**src/rtl/ple_pkg.sv**
```systemverilog
package ple_pkg;

   // Default list capacity in elements
   localparam int CAPACITY_DEFAULT = 256;

   // Operation codes
   localparam logic [2:0] OP_INSERT = 3'd0;
   localparam logic [2:0] OP_REMOVE = 3'd1;
   localparam logic [2:0] OP_MAX    = 3'd2;
   localparam logic [2:0] OP_EVENS  = 3'd3;
   localparam logic [2:0] OP_CLEAR  = 3'd4;

   // Status codes
   localparam logic [1:0] ST_OK    = 2'd0;
   localparam logic [1:0] ST_EMPTY = 2'd1;
   localparam logic [1:0] ST_FULL  = 2'd2;
   localparam logic [1:0] ST_RANGE = 2'd3;

   // Request transaction
   typedef struct packed {
      logic [2:0]         op;
      logic [15:0]        position;
      logic signed [31:0] value;
   } req_type;

   // Response transaction
   typedef struct packed {
      logic [1:0]         status;
      logic signed [31:0] value_out;
      logic [8:0]         size;
   } rsp_type;

   // Controller to datapath commands
   typedef struct packed {
      logic init;    // set up pointers for the element walk
      logic read;    // read one element and step the pointer
      logic finish;  // commit count, final write and response
   } ctrl_cmd_type;

   // Datapath to controller status
   typedef struct packed {
      logic scan;    // operation walks stored elements
      logic last;    // read pointer is at the final element
   } dp_stat_type;

endpackage

```
**src/rtl/ple_ctrl.sv**
```systemverilog
module ple_ctrl import ple_pkg::*; (
   input  logic         clock,
   input  logic         reset,
   input  logic         req_valid,
   output logic         req_ready,
   output logic         rsp_valid,
   input  logic         rsp_ready,
   output logic         req_load,
   output ctrl_cmd_type cmd,
   input  dp_stat_type  stat
);

   typedef enum logic [2:0] {
      S_IDLE,
      S_PREP,
      S_SCAN,
      S_DRAIN,
      S_FIN
   } state_type;

   state_type state_ff;
   logic      rsp_valid_ff;
   logic      slot_free;

   // Handshake and command decode
   assign slot_free  = !rsp_valid_ff || rsp_ready;
   assign req_ready  = (state_ff == S_IDLE);
   assign req_load   = req_valid && req_ready;
   assign rsp_valid  = rsp_valid_ff;
   assign cmd.init   = (state_ff == S_PREP);
   assign cmd.read   = (state_ff == S_SCAN) && stat.scan;
   assign cmd.finish = (state_ff == S_FIN) && slot_free;

   // Sequencer and response valid
   always_ff @(posedge clock) begin
      if (reset) begin
         state_ff     <= S_IDLE;
         rsp_valid_ff <= 1'b0;
      end else begin
         if (rsp_valid_ff && rsp_ready) begin
            rsp_valid_ff <= 1'b0;
         end
         unique case (state_ff)
            S_IDLE: begin
               if (req_load) begin
                  state_ff <= S_PREP;
               end
            end
            S_PREP: begin
               state_ff <= S_SCAN;
            end
            S_SCAN: begin
               if (!stat.scan) begin
                  state_ff <= S_FIN;
               end else if (stat.last) begin
                  state_ff <= S_DRAIN;
               end
            end
            S_DRAIN: begin
               state_ff <= S_FIN;
            end
            S_FIN: begin
               if (slot_free) begin
                  rsp_valid_ff <= 1'b1;
                  state_ff     <= S_IDLE;
               end
            end
            default: begin
               state_ff <= S_IDLE;
            end
         endcase
      end
   end

`ifndef SYNTH
   a_finish_sets_valid: assert property (@(posedge clock) disable iff (reset)
      cmd.finish |=> rsp_valid_ff)
      else $error("response valid not raised after finish");
   a_fin_holds: assert property (@(posedge clock) disable iff (reset)
      (state_ff == S_FIN && !slot_free) |=> (state_ff == S_FIN))
      else $error("left finish state while response slot busy");
   a_last_drains: assert property (@(posedge clock) disable iff (reset)
      (cmd.read && stat.last) |=> (state_ff == S_DRAIN))
      else $error("walk did not end after last read");
`endif

endmodule

```
**config.mk**
```make
export PLATFORM = sky130hd
export DESIGN_NAME = ple_ctrl
export DESIGN_NICKNAME = d
export VERILOG_FILES = /design/src/rtl/ple_pkg.sv /design/src/rtl/ple_ctrl.sv
export SDC_FILE = /design/constraint.sdc
export NUM_CORES = 1
export LEC_CHECK = 0
export BUFFER_PORTS_ARGS = -buffer_cell sky130_fd_sc_hd__buf_2
export CORE_AREA = 2 2 39 41
export DETAILED_ROUTE_END_ITERATION = 8
export DIE_AREA = 0 0 41 43
export GPL_TIMING_DRIVEN = 0
export PLACE_DENSITY = 0.45
export SETUP_SLACK_MARGIN = 0.3
export SKIP_CTS_REPAIR_TIMING = 1
export SLEW_MARGIN = 20
export SYNTH_ARGS = -nofsm -noshare
export SYNTH_HDL_FRONTEND = slang
export SYNTH_SLANG_ARGS = --single-unit
```
**constraint.sdc**
```tcl
create_clock -name clock -period 2.08 [get_ports clock]
set_clock_uncertainty 0.15 [all_clocks]
set_input_delay 0.416 -clock clock [delete_from_list [all_inputs] [get_ports clock]]
set_output_delay 0.416 -clock clock [all_outputs]
set_load 0.005 [all_outputs]
```
==> flow_summary.json <==
{
  "antenna_found_initial": 0,
  "die-area_um2": 1760,
  "cts_tree": "done",
  "p_total_uw": 213,
  "core_area_um2": 1380,
  "crit_path_start_kind": "flop",
  "cts_sinks": 4,
  "hp-class": "input pin to flop",
  "reg2reg_depth": 3,
  "n_fill_cell": 152,
  "synth_warnings": 0,
  "met2WireLength_um": 178,
  "dr_wl_met3_um": 76,
  "grt_pass1_wl_um": 828,
  "topRoutingLayerUsed": "met3",
  "syn_area_per_cell_um2": 9.33,
  "ant_nets": 0,
  "status": "completed",
  "cp.required_ps": 1510,
  "period_share_pct": 85.6,
  "globalRoute.totalOverflow": 0,
  "grt_use_total_pct": 7.22,
  "ys_seq_area_share_pct": 39.0,
  "synth-seq-cells": 4,
  "numCtsBuffers": 3,
  "synthesis.area_um2": 205,
  "critPathArrivalTime_ps": 1220,
  "final_common_cell": "buf_2",
  "start_util_pct": 14.8,
  "hp-start": "reset",
  "syn_to_final_growth_pct": 65.2,
  "synthesis.nets": 28,
  "holdPathEnd": "state_ff[1]",
  "r2r_start": "state_ff[0]",
  "hold_violations": 0,
  "clk_latency_ps": 230,
  "drtIter0Drc": 10,
  "diodes": 0,
  "layout.nets": 47,
  "fp.dieW_um": 41,
  "hold_path_depth": 2,
  "drt-pass1-iter-count": 2,
  "maxSlewViolCount": 0,
  "wirelength_um": 511,
  "layout_min_cycle_time_ps": 1780,
  "fin_setup_tns_ps": 0,
  "ios": 12,
  "wl_per_cell_um": 9.29,
  "slew_headroom_pct": 80.4,
  "critPathMaxFanout": 6,
  "finalSetupViolCount": 0,
  "worst_pin_slew_ps": 294,
  "cts_buffer_depth": 2,
  "grt_pass1_vias": 218,
  "reg2reg_slack_ps": 850,
  "worstSetupPathType": "flop to output pin",
  "endpoint_kind": "output pin",
  "drcViolationCount": 0,
  "die_h_um": 43,
  "max_freq_ghz": 0.561,
  "syn_inst": 22,
  "grt_max_degree": 9,
  "wl_met1_um": 255,
  "cap_violations": 0,
  "row_count": 14,
  "power.density_nw_per_um2": 628,
  "irDropWorstVdd_v": 0.000252,
  "most-common-layout-cells": "11 x buf_2, 4 x nand2b_1, 3 x clkbuf_4, 3 x buf_4, 3 x dfxtp_4",
  "rsz0062_at_grt": "true",
  "vias": 234,
  "gp_congestion": 0.683,
  "portBuffers": 11,
  "h-tree-depth": 1,
  "cts_root_buffer": "clkbuf_4",
  "ys_types": 14,
  "clk_pin_slew_ps": 40,
  "p_leak_nw": 0.142,
  "r2r_end": "rsp_valid",
  "drive_gt1_share_pct": 56.4,
  "hpwl_um": 356,
  "vias_per_cell": 4.25
}
## per-layer routing
| metal | track usage [%] | up-vias |
|---|---|---|
| met2 | 10.0 | 15 |
| met1 | 7.69 | 101 |
| met5 | 0 | - |
| met3 | 6.81 | 0 |
| li1 | - | 118 |
| met4 | 2.00 | 0 |
## critical path: stages, from the launching register on
cell	delay (ps)
dfxtp_4	350
or3b_4	400
nor2b_1	110
buf_2	120
## cells in the mapped netlist (all sizes together)
cell / instances / area share [%]
dfxtp: 4 / 39
nand2b: 4 / 12
nor2b: 2 / 6.1
nor3b: 2 / 7.3
or3b: 2 / 8.5
a2111oi: 1 / 4.9
a211oi: 1 / 3.7
a21oi: 1 / 2.4
and2: 1 / 3.1
nand3: 1 / 2.4
nand3b: 1 / 3.7
nor3: 1 / 2.4
o32ai: 1 / 4.3
## cell type report
class	instances	area (µm²)	area share [%]
multi-input combinational	18	128	37.6
tap	16	20.0	5.90
sequential	4	91.3	26.9
timing repair buffer	14	77.6	22.9
clock buffer	3	22.5	6.64
## power breakdown
part / leakage (nW) / switching, mW / total (mW) / internal, mW
clock: 0.0138 / 0.0309 / 0.0954 / 0.0645
combinational: 0.0938 / 0.0135 / 0.0335 / 0.0200
sequential: 0.0348 / 0.00477 / 0.0841 / 0.0794
## metrics by stage
stage / worst slack, ps / hold slack [ps] / cells / util, % / area (µm²)
final: 299 / 253 / 55 / 24.5 / 339
after floorplan: 628 / 315 / 22 / - / 205
after global routing: 230 / 262 / 55 / 24.5 / 339
after detailed placement: 470 / 346 / 49 / 20.3 / 280
after global placement: 472 / 351 / 49 / 20.3 / 280
after CTS: 210 / 265 / 52 / 21.9 / 303
## logic make-up after synthesis
| family | Yosys count | synth area share [%] |
|---|---|---|
| AND/OR/NAND/NOR | 14 | 45.7 |
| flip-flops | 4 | 39.0 |
| AO/OA/AOI/OAI | 4 | 15.2 |
## worst max path at each step
stage                 from     end  cells after the start
6_report       state_ff[0]  cmd[0]                      3
5_1_grt        state_ff[0]  cmd[0]                      3
4_1_cts        state_ff[2]  cmd[0]                      3
3_5_place_dp   state_ff[2]  cmd[0]                      3
3_3_place_gp   state_ff[2]  cmd[0]                      3
2_1_floorplan  state_ff[2]  cmd[0]                      2
## flip-flops by register name (all words and copies together) (netlist names)
register   flops
state_ff       3
rsp_valid      1
(Power assumes the default switching activity.)
